$ cat config.mk
export PLATFORM = sky130hd
export DESIGN_NAME = shared_dual_stack_flat
export DESIGN_NICKNAME = d
export VERILOG_FILES = /design/src/design/sds_pkg.sv /design/src/design/sds_if.sv /design/src/design/sds_front.sv /design/src/design/sds_queue.sv /design/src/design/sds_back.sv /design/src/design/shared_dual_stack.sv /design/src/flat_wrapper.sv
export SDC_FILE = /design/constraint.sdc
export NUM_CORES = 1
export LEC_CHECK = 0
export BUFFER_PORTS_ARGS = -buffer_cell sky130_fd_sc_hd__clkbuf_2
export CORE_MARGIN = 2
export CORE_UTILIZATION = 60
export DETAILED_ROUTE_END_ITERATION = 12
export PLACE_DENSITY_LB_ADDON = 0.08
export SYNTH_ARGS = -nofsm -noshare
export SYNTH_HDL_FRONTEND = slang
export SYNTH_SLANG_ARGS = --single-unit
$ cat constraint.sdc
create_clock -name clk_i -period 5.1 [get_ports clk_i]
set_input_delay 0.765 -clock clk_i [delete_from_list [all_inputs] [get_ports clk_i]]
set_output_delay 0.765 -clock clk_i [all_outputs]
set_load 0.02 [all_outputs]
$ cat src/design/sds_pkg.sv
`timescale 1ns / 1ps
`default_nettype none

package sds_pkg;

  localparam int WordW = 32;

  typedef enum logic {
    CMD_PUSH = 1'b0,
    CMD_POP  = 1'b1
  } sds_cmd_e;

  localparam logic [1:0] STACK_LO = 2'd1;
  localparam logic [1:0] STACK_HI = 2'd2;

  // Decoded operation carried from the front end to the back end.
  typedef enum logic [2:0] {
    ACT_REJECT  = 3'd0,
    ACT_PUSH_LO = 3'd1,
    ACT_PUSH_HI = 3'd2,
    ACT_POP_LO  = 3'd3,
    ACT_POP_HI  = 3'd4
  } sds_act_e;

  typedef struct packed {
    sds_act_e         act;
    logic [WordW-1:0] value;
  } sds_item_t;

  typedef enum logic [1:0] {
    BK_IDLE = 2'b01,
    BK_RESP = 2'b10
  } sds_bk_state_e;

endpackage

`default_nettype wire

$ cat src/design/sds_if.sv
`timescale 1ns / 1ps
`default_nettype none

interface sds_cmd_if;
  logic               valid;
  logic               ready;
  logic               command;
  logic [1:0]         stack_id;
  logic signed [31:0] push_value;

  modport source (output valid, command, stack_id, push_value, input ready);
  modport sink   (input valid, command, stack_id, push_value, output ready);
endinterface

interface sds_rsp_if;
  logic               valid;
  logic               ready;
  logic               status;
  logic signed [31:0] pop_value;
  logic               is_full;
  logic               both_empty;

  modport source (output valid, status, pop_value, is_full, both_empty, input ready);
  modport sink   (input valid, status, pop_value, is_full, both_empty, output ready);
endinterface

`default_nettype wire

$ cat src/design/sds_front.sv
`timescale 1ns / 1ps
`default_nettype none

module sds_front
  import sds_pkg::*;
(
  sds_cmd_if.sink   cmd_i,
  output sds_item_t item_o,
  output logic      item_valid_o,
  input  logic      item_ready_i
);

  sds_act_e act;

  // Decode command and stack code; bad codes go through as rejects.
  always_comb begin
    act = ACT_REJECT;
    unique case (sds_cmd_e'(cmd_i.command))
      CMD_PUSH: begin
        if (cmd_i.stack_id == STACK_LO) act = ACT_PUSH_LO;
        else if (cmd_i.stack_id == STACK_HI) act = ACT_PUSH_HI;
      end
      CMD_POP: begin
        if (cmd_i.stack_id == STACK_LO) act = ACT_POP_LO;
        else if (cmd_i.stack_id == STACK_HI) act = ACT_POP_HI;
      end
      default: act = ACT_REJECT;
    endcase
  end

  assign item_o.act   = act;
  assign item_o.value = cmd_i.push_value;
  assign item_valid_o = cmd_i.valid;
  assign cmd_i.ready  = item_ready_i;

endmodule

`default_nettype wire

$ cat src/design/sds_queue.sv
`timescale 1ns / 1ps
`default_nettype none

module sds_queue
  import sds_pkg::*;
(
  input  logic      clk_i,
  input  logic      rst_ni,
  input  sds_item_t wr_item_i,
  input  logic      wr_valid_i,
  output logic      wr_ready_o,
  output sds_item_t rd_item_o,
  output logic      rd_valid_o,
  input  logic      rd_ready_i
);

  // Two-entry FIFO.
  sds_item_t  slot_q [2];
  logic       wr_ptr_q, rd_ptr_q;
  logic [1:0] level_q;
  logic       wr_fire, rd_fire;

  assign wr_ready_o = (level_q != 2'd2);
  assign rd_valid_o = (level_q != 2'd0);
  assign rd_item_o  = slot_q[rd_ptr_q];
  assign wr_fire    = wr_valid_i && wr_ready_o;
  assign rd_fire    = rd_valid_o && rd_ready_i;

  always_ff @(posedge clk_i or negedge rst_ni) begin
    if (!rst_ni) begin
      wr_ptr_q <= 1'b0;
      rd_ptr_q <= 1'b0;
      level_q  <= 2'd0;
    end else begin
      if (wr_fire) wr_ptr_q <= ~wr_ptr_q;
      if (rd_fire) rd_ptr_q <= ~rd_ptr_q;
      if (wr_fire && !rd_fire) level_q <= level_q + 2'd1;
      else if (rd_fire && !wr_fire) level_q <= level_q - 2'd1;
    end
  end

  always_ff @(posedge clk_i) begin
    if (wr_fire) slot_q[wr_ptr_q] <= wr_item_i;
  end

endmodule

`default_nettype wire

$ cat src/design/sds_back.sv
`timescale 1ns / 1ps
`default_nettype none

module sds_back
  import sds_pkg::*;
#(
  parameter int DEPTH = 32
) (
  input  logic      clk_i,
  input  logic      rst_ni,
  input  sds_item_t item_i,
  input  logic      item_valid_i,
  output logic      item_ready_o,
  sds_rsp_if.source rsp_o
);

  localparam int CW = $clog2(DEPTH + 1);
  localparam int AW = $clog2(DEPTH);

  sds_bk_state_e    state_q, state_d;
  logic [CW-1:0]    lower_q, lower_d, upper_q, upper_d;
  logic             status_q, pop_ok_q, full_q, empty_q;
  logic [WordW-1:0] mem_q [DEPTH];
  logic [WordW-1:0] rdata_q;

  logic          take, room, ok, we, re;
  logic [AW-1:0] addr;
  logic [CW:0]   sum_q, sum_d;
  logic [CW-1:0] lo_pop_c, hi_push_c, hi_pop_c;

  assign item_ready_o = (state_q == BK_IDLE);
  assign take         = item_ready_o && item_valid_i;

  assign sum_q     = {1'b0, lower_q} + {1'b0, upper_q};
  assign sum_d     = {1'b0, lower_d} + {1'b0, upper_d};
  assign room      = (sum_q < (CW+1)'(DEPTH));
  assign lo_pop_c  = lower_q - CW'(1);
  assign hi_push_c = CW'(DEPTH - 1) - upper_q;
  assign hi_pop_c  = CW'(DEPTH) - upper_q;

  always_comb begin
    lower_d = lower_q;
    upper_d = upper_q;
    ok      = 1'b0;
    we      = 1'b0;
    re      = 1'b0;
    addr    = lower_q[AW-1:0];
    case (item_i.act)
      ACT_PUSH_LO: begin
        addr = lower_q[AW-1:0];
        if (room) begin
          we = 1'b1; ok = 1'b1; lower_d = lower_q + CW'(1);
        end
      end
      ACT_PUSH_HI: begin
        addr = hi_push_c[AW-1:0];
        if (room) begin
          we = 1'b1; ok = 1'b1; upper_d = upper_q + CW'(1);
        end
      end
      ACT_POP_LO: begin
        addr = lo_pop_c[AW-1:0];
        if (lower_q != '0) begin
          re = 1'b1; ok = 1'b1; lower_d = lo_pop_c;
        end
      end
      ACT_POP_HI: begin
        addr = hi_pop_c[AW-1:0];
        if (upper_q != '0) begin
          re = 1'b1; ok = 1'b1; upper_d = upper_q - CW'(1);
        end
      end
      default: ;
    endcase
  end

  always_comb begin
    state_d = state_q;
    unique case (state_q)
      BK_IDLE: if (item_valid_i) state_d = BK_RESP;
      BK_RESP: if (rsp_o.ready) state_d = BK_IDLE;
      default: state_d = BK_IDLE;
    endcase
  end

  always_ff @(posedge clk_i or negedge rst_ni) begin
    if (!rst_ni) begin
      state_q  <= BK_IDLE;
      lower_q  <= '0;
      upper_q  <= '0;
      status_q <= 1'b0;
      pop_ok_q <= 1'b0;
      full_q   <= 1'b0;
      empty_q  <= 1'b1;
    end else begin
      state_q <= state_d;
      if (take) begin
        lower_q  <= lower_d;
        upper_q  <= upper_d;
        status_q <= ~ok;
        pop_ok_q <= re;
        full_q   <= (sum_d == (CW+1)'(DEPTH));
        empty_q  <= (lower_d == '0) && (upper_d == '0);
      end
    end
  end

  // Single-port word store, registered read.
  always_ff @(posedge clk_i) begin
    if (take && we) mem_q[addr] <= item_i.value;
    if (take && re) rdata_q <= mem_q[addr];
  end

  assign rsp_o.valid      = (state_q == BK_RESP);
  assign rsp_o.status     = status_q;
  assign rsp_o.pop_value  = pop_ok_q ? $signed(rdata_q) : '0;
  assign rsp_o.is_full    = full_q;
  assign rsp_o.both_empty = empty_q;

endmodule

`default_nettype wire

$ cat src/design/shared_dual_stack.sv
`timescale 1ns / 1ps
`default_nettype none

// Channel  Dir  Fields                                     Handshake
// cmd_i    in   command, stack_id, push_value              valid/ready
// rsp_o    out  status, pop_value, is_full, both_empty     valid/ready
//
// Flow: a transfer on cmd_i lands in a two-entry queue; the back end takes
// it from the queue when idle and registers the result, which it shows on rsp_o.
// The back end takes no new item until rsp_o accepts the last result, as set by
// its execute/respond sequence around the single-port word store.
// Reset: counts clear at once, no clearing pass; words are undefined until pushed.
// Stalls: while rsp_o waits, cmd_i keeps taking transfers until the queue is full.

module shared_dual_stack
  import sds_pkg::*;
#(
  parameter int DEPTH = 32
) (
  input  logic      clk_i,
  input  logic      rst_ni,
  sds_cmd_if.sink   cmd_i,
  sds_rsp_if.source rsp_o
);

  sds_item_t fr_item, bk_item;
  logic      fr_valid, fr_ready;
  logic      bk_valid, bk_ready;

  // Front end: decode command and stack code.
  sds_front u_front (
    .cmd_i        (cmd_i),
    .item_o       (fr_item),
    .item_valid_o (fr_valid),
    .item_ready_i (fr_ready)
  );

  // Decoupling queue between front and back.
  sds_queue u_queue (
    .clk_i      (clk_i),
    .rst_ni     (rst_ni),
    .wr_item_i  (fr_item),
    .wr_valid_i (fr_valid),
    .wr_ready_o (fr_ready),
    .rd_item_o  (bk_item),
    .rd_valid_o (bk_valid),
    .rd_ready_i (bk_ready)
  );

  // Back end: counts, word store, result register.
  sds_back #(
    .DEPTH (DEPTH)
  ) u_back (
    .clk_i        (clk_i),
    .rst_ni       (rst_ni),
    .item_i       (bk_item),
    .item_valid_i (bk_valid),
    .item_ready_o (bk_ready),
    .rsp_o        (rsp_o)
  );

  // Back end never takes a new item while a result is pending.
  assert property (@(posedge clk_i) disable iff (!rst_ni)
    rsp_o.valid |-> !bk_ready)
    else $error("back end ready while result pending");

  // A transfer out of the queue yields a result on the next cycle.
  assert property (@(posedge clk_i) disable iff (!rst_ni)
    (bk_valid && bk_ready) |=> rsp_o.valid)
    else $error("result missing after queue transfer");

  // Refused items carry no popped word.
  assert property (@(posedge clk_i) disable iff (!rst_ni)
    (rsp_o.valid && rsp_o.status) |-> (rsp_o.pop_value == '0))
    else $error("refused item with nonzero pop value");

  // Full and both-empty cannot hold together.
  assert property (@(posedge clk_i) disable iff (!rst_ni)
    rsp_o.valid |-> !(rsp_o.is_full && rsp_o.both_empty))
    else $error("full and empty flagged together");

endmodule

`default_nettype wire

$ cat src/flat_wrapper.sv
// flat-port wrapper written by rule: the top's interface ports become plain ports
module shared_dual_stack_flat import sds_pkg::*;
#(
  parameter int DEPTH = 32
)
  (clk_i, rst_ni, cmd_i_valid, cmd_i_command, cmd_i_stack_id, cmd_i_push_value, cmd_i_ready, rsp_o_valid, rsp_o_status, rsp_o_pop_value, rsp_o_is_full, rsp_o_both_empty, rsp_o_ready);
  sds_cmd_if cmd_i_i ();
  sds_rsp_if rsp_o_i ();
  input  logic clk_i;
  input  logic rst_ni;
  input wire logic [$bits(cmd_i_i.valid)-1:0] cmd_i_valid;
  input wire logic [$bits(cmd_i_i.command)-1:0] cmd_i_command;
  input wire logic [$bits(cmd_i_i.stack_id)-1:0] cmd_i_stack_id;
  input wire logic [$bits(cmd_i_i.push_value)-1:0] cmd_i_push_value;
  output wire logic [$bits(cmd_i_i.ready)-1:0] cmd_i_ready;
  output wire logic [$bits(rsp_o_i.valid)-1:0] rsp_o_valid;
  output wire logic [$bits(rsp_o_i.status)-1:0] rsp_o_status;
  output wire logic [$bits(rsp_o_i.pop_value)-1:0] rsp_o_pop_value;
  output wire logic [$bits(rsp_o_i.is_full)-1:0] rsp_o_is_full;
  output wire logic [$bits(rsp_o_i.both_empty)-1:0] rsp_o_both_empty;
  input wire logic [$bits(rsp_o_i.ready)-1:0] rsp_o_ready;
  assign cmd_i_i.valid = cmd_i_valid;
  assign cmd_i_i.command = cmd_i_command;
  assign cmd_i_i.stack_id = cmd_i_stack_id;
  assign cmd_i_i.push_value = cmd_i_push_value;
  assign cmd_i_ready = cmd_i_i.ready;
  assign rsp_o_valid = rsp_o_i.valid;
  assign rsp_o_status = rsp_o_i.status;
  assign rsp_o_pop_value = rsp_o_i.pop_value;
  assign rsp_o_is_full = rsp_o_i.is_full;
  assign rsp_o_both_empty = rsp_o_i.both_empty;
  assign rsp_o_i.ready = rsp_o_ready;
  shared_dual_stack #(.DEPTH(DEPTH)) u_core (.clk_i(clk_i), .rst_ni(rst_ni), .cmd_i(cmd_i_i), .rsp_o(rsp_o_i));
endmodule
==> results of run 1 <==
## metrics by stage
stage	total power, mW	worst slack [ns]	area [µm²]
after floorplan	22.78	0.8965	47100
after global placement	25.94	0.8436	49230
after detailed placement	26.22	0.7717	49230
after CTS	34.34	0.7581	52850
after global routing	35.59	0.5436	52850
final	34.29	0.7205	52850
## final timing paths
path	from	endpoint	slack [ns]	depth (start not counted)
hold reg to reg	u_core.u_back.rsp_o.both_empty$_DFFE_PN1P_	u_core.u_back.rsp_o.both_empty$_DFFE_PN1P_	0.49	2
hold / removal	rst_ni	u_core.u_back.upper_q[4]$_DFFE_PN0P_	0.08	1
max in group asynchronous	rst_ni	u_core.u_queue.rd_ptr_q$_DFFE_PN0P_	4.59	1
min in group clk_i	cmd_i_push_value[19]	u_core.u_queue.slot_q[1][19]$_DFFE_PP_	0.28	1
setup reg to reg	u_core.u_queue.rd_ptr_q$_DFFE_PN0P_	u_core.u_back.rdata_q[18]$_DFFE_PP_	0.72	9
setup / recovery	u_core.u_queue.rd_ptr_q$_DFFE_PN0P_	u_core.u_back.rdata_q[18]$_DFFE_PP_	0.72	9
## registers in the layout (all words and copies together) (netlist names)
register / cells
u_core.u_back.mem_q: 1024
u_core.u_queue.slot_q: 70
u_core.u_back.rdata_q: 32
u_core.u_back.lower_q: 6
u_core.u_back.upper_q: 6
u_core.u_back.state_q: 2
u_core.u_queue.level_q: 2
u_core.u_back.pop_ok_q: 1
u_core.u_back.rsp_o.both_empty: 1
u_core.u_back.rsp_o.is_full: 1
u_core.u_back.rsp_o.status: 1
u_core.u_queue.rd_ptr_q: 1
u_core.u_queue.wr_ptr_q: 1
## power by group
part           switching, mW  leakage (nW)  internal [mW]
clock network           3.40          1.76           4.76
registers              0.283          10.4           12.0
logic                   8.11          6.43           5.78
## critical path, cell delays in order, from the launching register on
cell and delay, ns:
dfrtp_2 0.70, mux2_2 0.46, nor4_1 0.62, a211o_4 0.49, buf_4 0.36, buf_4 0.40
mux2i_1 0.24, mux2_2 0.18, o22ai_1 0.07, or4_1 0.56
## cell usage after synthesis (31+ instances only)
master,instances
clkbuf_1,32
and3_1,66
buf_2,37
edfxtp_1,1126
buf_6,36
mux2i_1,464
buf_4,37
nor2_1,54
o32ai_1,31
o22ai_1,93
mux2_2,245
and2_1,35
a211oi_1,47
## kinds of logic (layout without fill, tap and decap cells)
group / Yosys count / after routing / share of synthesized area (%)
XOR/XNOR: 13 / 13 / 0.2417
AO/OA/AOI/OAI: 270 / 270 / 4.287
buffers and inverters: 169 / 415 / 2.420
AND/OR/NAND/NOR: 282 / 282 / 3.581
adder cells (fa/ha/maj): 18 / 18 / 0.4941
multiplexers: 721 / 721 / 16.02
flip-flops: 1148 / 1148 / 72.96
## area by class of cell
class / instances / area share [%]
Clock buffer: 151 / 5.739
Clock inverter: 55 / 1.110
Inverter: 19 / 0.1349
Multi-Input combinational cell: 1304 / 22.52
Sequential cell: 1148 / 65.02
Tap cell: 1040 / 2.462
Timing Repair Buffer: 190 / 3.007
## metal layers
layer | share of wire (%) | up-vias | track usage, %
li1 | - | 10800 | -
met1 | 41 | 12870 | 39.70
met2 | 48 | 1127 | 46.38
met3 | 8.1 | 205 | 5.746
met4 | 2.8 | 2 | 7.829
met5 | 0.011 | - | 0
==> flow_summary.json, run 1 <==
{
  "p_per_area_nw_per_um2": 648.7,
  "yosysTopAreaCellShare_pct": 71.78,
  "cap_violations": 0,
  "numClockSinks": 1148,
  "rsz0062_at_grt": "false",
  "fmax_ghz": 0.2283,
  "clk_latency_ns": 0.68,
  "vias": 25000,
  "globalRouteOverflowTotal": 0,
  "worstHoldPathType": "in2async",
  "synth_nets": 2678,
  "peakVddDrop_mv": 0.6603,
  "num-fill-cells": 5178,
  "ys_seq_elements": 1148,
  "cts_buffer_depth": 3,
  "crit_path_end_kind": "flip-flop",
  "rows": 102,
  "cp_max_fo": 25,
  "slew_viol_final": 0,
  "synth_edf_count": 1126,
  "chipWidth_um": 284.2,
  "cts.repair.resized": 0,
  "p_leak_nw": 18.59,
  "num-nets-final": 2832,
  "clock_skew_ns": 0.02106,
  "synth_area_per_cell_um2": 17.97,
  "setup_viol": 0,
  "grt_max_degree": 101,
  "antenna_cells": 0,
  "register_area_um2": 34370,
  "fin_crit_ns": 4.380,
  "fin_crit_sh_pct": 85.87,
  "die_h_um": 284.2,
  "vias_per_cell": 6.399,
  "finalWirelength_mm": 115.4,
  "tightest_slew_ns": 1.133,
  "drt-pass1-iter-count": 5,
  "cts_tree": "done",
  "io_pins": 76,
  "root_buffer": "clkbuf_16",
  "synth_top_cell_by_area": "edfxtp_1",
  "synth.distinct_cells": 80,
  "grt_pass1_vias": 24750,
  "worstSetupStartpointType": "flip-flop",
  "antenna_found_initial": 6,
  "multi_input_area_um2": 11900,
  "critical_path_class": "reg2reg",
  "yosys-top-cells-area": "edfxtp_1 (72%), mux2i_1 (9.9%), mux2_2 (5.9%), o22ai_1 (1.2%), dfrtp_1 (1.1%)",
  "ys_warn_count": 0,
  "htree_levels": 3,
  "cts.hold.buffers_added": 0,
  "postCtsSetupBuffers": 0,
  "grt_pass1_wl_mm": 166.7,
  "core_um2": 77590,
  "wl_per_cell_um": 29.53,
  "dp_hpwl_mm": 66.82,
  "setup-tns-final_ns": 0,
  "final_common_cell": "edfxtp_1",
  "antenna_left": 0,
  "syn_area_um2": 47100,
  "outcome": "finished, final reports clean",
  "synth_seq_area_share_pct": 72.96,
  "grt_use_total_pct": 28.54,
  "start_util_pct": 60.70,
  "final_cell_mix": "edfxtp_1 (1126), mux2i_1 (464), mux2_2 (245), clkbuf_16 (115), o22ai_1 (93)",
  "maxSlewHeadroom_pct": 23.90,
  "path_clk_slew_ns": 0.06,
  "drive_gt1_share_pct": 23.44,
  "synth_flop_cell": "edfxtp_1",
  "placed_cells": 3701,
  "crit_required_ns": 5.50,
  "report.final.hold_viol_count": 0,
  "ys_async_sr_fraction_pct": 1.916,
  "area_delta_synth_final_pct": 12.21,
  "synthCells": 2621,
  "post_layout_nonfiller_instances": 3907,
  "gp_congestion": 0.8920,
  "final_util_pct": 68.11,
  "dieArea_um2": 80760,
  "crit_arrival_ns": 4.78,
  "cts_buffers": 112,
  "port_buffers": 75,
  "drt_first_iter_violations": 2813,
  "drcViolationCount": 0,
  "hold-worst-slack_ns": 0.08363
}
Power figures use the tool's default switching activity.
==> run 2, diff against run 1 <==
--- a/config.mk
+++ b/config.mk
@@ -8,8 +8,10 @@
 export BUFFER_PORTS_ARGS = -buffer_cell sky130_fd_sc_hd__clkbuf_2
 export CORE_MARGIN = 2
 export CORE_UTILIZATION = 60
+export CTS_BUF_LIST = sky130_fd_sc_hd__clkbuf_2 sky130_fd_sc_hd__clkbuf_4 sky130_fd_sc_hd__clkbuf_8
 export DETAILED_ROUTE_END_ITERATION = 12
 export PLACE_DENSITY_LB_ADDON = 0.08
+export SETUP_SLACK_MARGIN = 0.4
 export SYNTH_ARGS = -nofsm -noshare
 export SYNTH_HDL_FRONTEND = slang
 export SYNTH_SLANG_ARGS = --single-unit
==> flow_summary.json, run 2 (synthesis results as in run 1) <==
{
  "chipWidth_um": 284.2,
  "num-nets-final": 2902,
  "cap_violations": 0,
  "dp_hpwl_mm": 66.82,
  "outcome": "finished, final reports clean",
  "tightest_slew_ns": 1.166,
  "crit_path_end_kind": "flip-flop",
  "total_power_mw": 33.57,
  "cts_buffer_depth": 3,
  "path_clk_slew_ns": 0.06,
  "fin_crit_ns": 4.376,
  "clock_skew_ns": 0.03624,
  "crit_required_ns": 5.64,
  "regMostFlops": "u_core.u_back.mem_q",
  "gp_congestion": 0.8920,
  "port_buffers": 75,
  "worstSetupStartpointType": "flip-flop",
  "drcViolationCount": 0,
  "worstHoldPathType": "in2reg",
  "p_leak_nw": 18.68,
  "start_util_pct": 60.70,
  "drt_first_iter_violations": 2627,
  "drive_gt1_share_pct": 26.63,
  "vias_per_cell": 6.269,
  "rows": 102,
  "peakVddDrop_mv": 0.6218,
  "critical_path_class": "reg2reg",
  "p_per_area_nw_per_um2": 636.7,
  "antenna_left": 0,
  "core_um2": 77590,
  "rsz0062_at_grt": "false",
  "finalWirelength_mm": 116.3,
  "dieArea_um2": 80760,
  "globalRouteOverflowTotal": 0,
  "antenna_found_initial": 5,
  "area_delta_synth_final_pct": 11.93,
  "cts_buffers": 181,
  "num-fill-cells": 5245,
  "largest_reg_flops": 1024,
  "grt_use_total_pct": 28.87,
  "crit_arrival_ns": 4.92,
  "drt-pass1-iter-count": 5,
  "postCtsSetupBuffers": 0,
  "fin_crit_sh_pct": 85.80,
  "cts_tree": "done",
  "wl_per_cell_um": 28.84,
  "setup_viol": 0,
  "fmax_ghz": 0.2285,
  "numClockSinks": 1148,
  "final_common_cell": "edfxtp_1",
  "root_buffer": "clkbuf_8",
  "final_cell_mix": "edfxtp_1 (1126), mux2i_1 (464), mux2_2 (245), clkbuf_8 (187), o22ai_1 (93)",
  "vias": 25290,
  "grt_pass1_vias": 25350,
  "maxSlewHeadroom_pct": 21.69,
  "reg_top3": "u_core.u_back.mem_q (1024), u_core.u_queue.slot_q (70), u_core.u_back.rdata_q (32)",
  "io_pins": 76,
  "report.final.hold_viol_count": 0,
  "slew_viol_final": 0,
  "die_h_um": 284.2,
  "setup-tns-final_ns": 0,
  "htree_levels": 4,
  "grt_pass1_wl_mm": 168.6,
  "cp_max_fo": 25,
  "clk_latency_ns": 0.82,
  "hold-worst-slack_ns": 0.1330,
  "grt_max_degree": 101
}
run 2: layer usage:
layer,track usage [%],vias up,part of all wire (%)
li1,-,10970,-
met1,40.07,13010,41
met2,46.61,1112,48
met3,5.891,194,7.9
met4,8.645,0,2.3
met5,0,-,0
run 2: critical path: stages, from the launching register on:
cell,delay [ns]
dfrtp_2,0.70
mux2_2,0.46
nor4_1,0.61
a211o_4,0.49
buf_4,0.36
buf_4,0.40
mux2i_1,0.24
mux2_2,0.17
o22ai_1,0.08
or4_1,0.55
run 2: final timing paths:
| kind | startpoint | to | slack, ns | cells past startpoint |
|---|---|---|---|---|
| max | u_core.u_queue.rd_ptr_q$_DFFE_PN0P_ | u_core.u_back.rdata_q[18]$_DFFE_PP_ | 0.72 | 9 |
| min | cmd_i_push_value[1] | u_core.u_queue.slot_q[0][1]$_DFFE_PP_ | 0.13 | 1 |
| max reg2reg | u_core.u_queue.rd_ptr_q$_DFFE_PN0P_ | u_core.u_back.rdata_q[18]$_DFFE_PP_ | 0.72 | 9 |
| min reg2reg | u_core.u_back.rsp_o.both_empty$_DFFE_PN1P_ | u_core.u_back.rsp_o.both_empty$_DFFE_PN1P_ | 0.49 | 2 |
| max in group asynchronous | rst_ni | u_core.u_queue.rd_ptr_q$_DFFE_PN0P_ | 4.19 | 2 |
| min in group asynchronous | rst_ni | u_core.u_back.state_q[1]$_DFFE_PN0P_ | 0.50 | 2 |
run 2: final cells by class:
type	count	area, µm²	area share (%)
multi-input combinational	1304	11900	22.58
tap	1040	1301	2.468
clock buffer	241	2979	5.651
sequential	1148	34370	65.18
clock inverter	90	498.0	0.9445
antenna	1	2.502	0.004746
inverter	19	71.32	0.1353
timing repair buffer	191	1599	3.033
run 2: through the flow:
step / setup slack (ns) / instance area, µm² / cells / util (%)
finish: 0.7241 / 52720 / 4034 / 67.95
global route: 0.5057 / 52720 / 4034 / 67.95
CTS: 0.7593 / 52720 / 4033 / 67.94
detailed placement: 0.7717 / 49230 / 3701 / 63.45
global placement: 0.8436 / 49230 / 3701 / 63.45
floorplan: 0.8965 / 47100 / 2621 / -
run 2: power by group:
| part | internal (mW) | switching, mW | leakage, nW | total (mW) |
|---|---|---|---|---|
| Combinational | 5.78 | 8.10 | 6.43 | 13.9 |
| Clock | 3.95 | 3.49 | 1.85 | 7.44 |
| Sequential | 12.0 | 0.280 | 10.4 | 12.2 |
run 2: timing repair:
action                    CTS  global route
hold endpoints to repair   20             0
gates resized for setup     0             0
hold buffers                1             0
==> run 3, diff against run 2 <==
--- a/config.mk
+++ b/config.mk
@@ -10,8 +10,10 @@
 export CORE_UTILIZATION = 60
 export CTS_BUF_LIST = sky130_fd_sc_hd__clkbuf_2 sky130_fd_sc_hd__clkbuf_4 sky130_fd_sc_hd__clkbuf_8
 export DETAILED_ROUTE_END_ITERATION = 12
-export PLACE_DENSITY_LB_ADDON = 0.08
+export GPL_TIMING_DRIVEN = 0
+export PLACE_DENSITY = 0.82
 export SETUP_SLACK_MARGIN = 0.4
 export SYNTH_ARGS = -nofsm -noshare
 export SYNTH_HDL_FRONTEND = slang
 export SYNTH_SLANG_ARGS = --single-unit
+export TNS_END_PERCENT = 5
==> flow_summary.json, run 3 (synthesis results as in run 1) <==
{
  "path_clk_slew_ns": 0.07,
  "vias": 26130,
  "setup_viol": 0,
  "place_area_um2": 49720,
  "wl_per_cell_um": 27.76,
  "clk_latency_ns": 0.86,
  "core_um2": 77590,
  "rr_startpoint": "u_core.u_back.lower_q[0]$_DFFE_PN0P_",
  "grt_pass1_vias": 26210,
  "min_to": "u_core.u_queue.slot_q[0][6]$_DFFE_PP_",
  "r2r_cells": 11,
  "die_h_um": 284.2,
  "fmax_ghz": 0.2056,
  "combinationalPowerShare_pct": 45.1,
  "globalRouteOverflowTotal": 0,
  "rsz0062_at_grt": "true",
  "fin_crit_sh_pct": 95.37,
  "min_path_cells": 1,
  "regMostFlops": "u_core.u_back.mem_q",
  "largest_reg_flops": 1024,
  "crit_required_ns": 5.61,
  "num-nets-final": 2967,
  "report.final.hold_viol_count": 0,
  "gp_congestion": 0.9216,
  "drcViolationCount": 0,
  "cts_buffer_depth": 3,
  "fin_crit_ns": 4.864,
  "cts_buffers": 172,
  "rows": 102,
  "power.switching_mw": 13.29,
  "drt-pass1-iter-count": 6,
  "htree_levels": 4,
  "antenna_found_initial": 5,
  "numClockSinks": 1148,
  "grt_max_degree": 36,
  "cts_tree": "done",
  "final_area_um2": 53080,
  "chipWidth_um": 284.2,
  "clock_skew_ns": 0.05822,
  "peakVddDrop_mv": 0.4553,
  "root_buffer": "clkbuf_8",
  "total_power_mw": 35.24,
  "grt_use_total_pct": 27.67,
  "start_util_pct": 60.70,
  "dp_slack_ns": 0.2633,
  "critical_path_class": "reg2reg",
  "crit_arrival_ns": 5.37,
  "grt_pass1_wl_mm": 164.3,
  "switching_share_pct": 37.73,
  "p_per_area_nw_per_um2": 663.9,
  "slew_viol_final": 0,
  "drt_first_iter_violations": 3122,
  "maxSlewHeadroom_pct": 21.44,
  "hold-worst-slack_ns": 0.1145,
  "finalWirelength_mm": 113.3,
  "p_leak_nw": 18.80,
  "r2r_setup_slack_ns": 0.24,
  "num-fill-cells": 4826,
  "tightest_slew_ns": 1.169,
  "worstHoldPathType": "in2reg",
  "hold_path.startpoint": "cmd_i_push_value[6]",
  "port_buffers": 75,
  "outcome": "finished, final reports clean",
  "setup-tns-final_ns": 0,
  "antenna_left": 0,
  "fin_ws_ns": 0.2360,
  "p_seq_share_pct": 34.4,
  "io_pins": 76,
  "area_delta_synth_final_pct": 12.68,
  "reg_top3": "u_core.u_back.mem_q (1024), u_core.u_queue.slot_q (70), u_core.u_back.rdata_q (32)",
  "final_cell_mix": "edfxtp_1 (1126), mux2i_1 (464), mux2_2 (245), clkbuf_8 (174), o22ai_1 (93)",
  "pwr-share-clk_pct": 20.6,
  "vias_per_cell": 6.404,
  "r2r_end": "u_core.u_back.mem_q[8][8]$_DFFE_PP_",
  "final_common_cell": "edfxtp_1",
  "cp_max_fo": 22,
  "internal_power_mw": 21.94,
  "cap_violations": 0,
  "crit_path_end_kind": "flip-flop",
  "drive_gt1_share_pct": 26.64,
  "worstSetupStartpointType": "flip-flop",
  "dp_hpwl_mm": 74.29,
  "dieArea_um2": 80760
}
run 3: cell types whose count changed in the layout (fill, tap and decap cells not counted), moves of 8 or more:
cell and change:
clkinv_2 -8, buf_6 +36, clkbuf_1 +32, buf_2 +37
clkbuf_8 -13, buf_4 -45, clkinv_1 -14
run 3: what timing repair did:
| item | CTS | global route |
|---|---|---|
| setup endpoints to repair | 148 | 628 |
| pin swaps | 1 | 2 |
| setup buffers | 3 | 2 |
| hold buffers | 1 | 0 |
| resized for setup | 0 | 1 |
| cloned | 0 | 0 |
| endpoints found under the hold margin | 20 | 0 |
run 3: worst max-delay path by stage:
stage               slack, ns                              startpoint                                     to
global route             0.03    u_core.u_back.lower_q[0]$_DFFE_PN0P_   u_core.u_back.mem_q[8][12]$_DFFE_PP_
global placement        -1.29    u_core.u_back.lower_q[0]$_DFFE_PN0P_   u_core.u_back.mem_q[8][12]$_DFFE_PP_
CTS                      0.29  u_core.u_queue.slot_q[1][33]$_DFFE_PP_   u_core.u_back.mem_q[11][9]$_DFFE_PP_
floorplan                0.90    u_core.u_back.upper_q[0]$_DFFE_PN0P_   u_core.u_back.mem_q[20][0]$_DFFE_PP_
finish                   0.24    u_core.u_back.lower_q[0]$_DFFE_PN0P_    u_core.u_back.mem_q[8][8]$_DFFE_PP_
detailed placement       0.26  u_core.u_queue.slot_q[1][33]$_DFFE_PP_  u_core.u_back.mem_q[11][10]$_DFFE_PP_
run 3: worst max-delay path, cell delays in order (launching register included):
cell and delay [ns]:
dfrtp_1 0.36, clkbuf_1 0.40, inv_1 0.22, ha_1 0.38
nand2_1 0.06, a311o_2 0.58, nand2_4 0.22, buf_4 0.27
buf_4 0.28, nand3_1 0.68, nor2_4 0.78, buf_12 0.28
run 3: power groups by stage:
stage,combinational (mW),sequential (mW),clock (mW)
after floorplan,10.6,12.2,0
after global placement,14.8,12.3,0
after detailed placement,15.5,12.3,0
after CTS,15.6,12.1,7.28
after global routing,16.5,12.1,7.69
final,15.9,12.1,7.26
run 3: metrics by stage:
stage,util [%],cells
finish,68.40,4080
global route,68.40,4078
CTS,68.37,4075
detailed placement,64.08,3770
global placement,62.86,3736
floorplan,-,2621
run 3: layout make-up:
| class | instances | area (µm²) | share of cell area (%) |
|---|---|---|---|
| inverter | 19 | 71.32 | 0.1344 |
| multi-input combinational | 1304 | 11860 | 22.34 |
| clock buffer | 226 | 2785 | 5.247 |
| timing repair buffer | 115 | 1111 | 2.093 |
| antenna | 3 | 7.507 | 0.01414 |
| clock inverter | 75 | 508.0 | 0.9571 |
| sequential | 1148 | 34370 | 64.75 |
| buffer | 150 | 1069 | 2.013 |
| tap | 1040 | 1301 | 2.452 |
run 3: metal layers:
layer | vias up | wire, µm | track usage, %
met1 | 13110 | 43030 | 35.94
met2 | 1596 | 54840 | 45.39
met4 | 4 | 5128 | 12.83
met3 | 313 | 10250 | 5.457
li1 | 11110 | - | -
met5 | - | 29 | 0
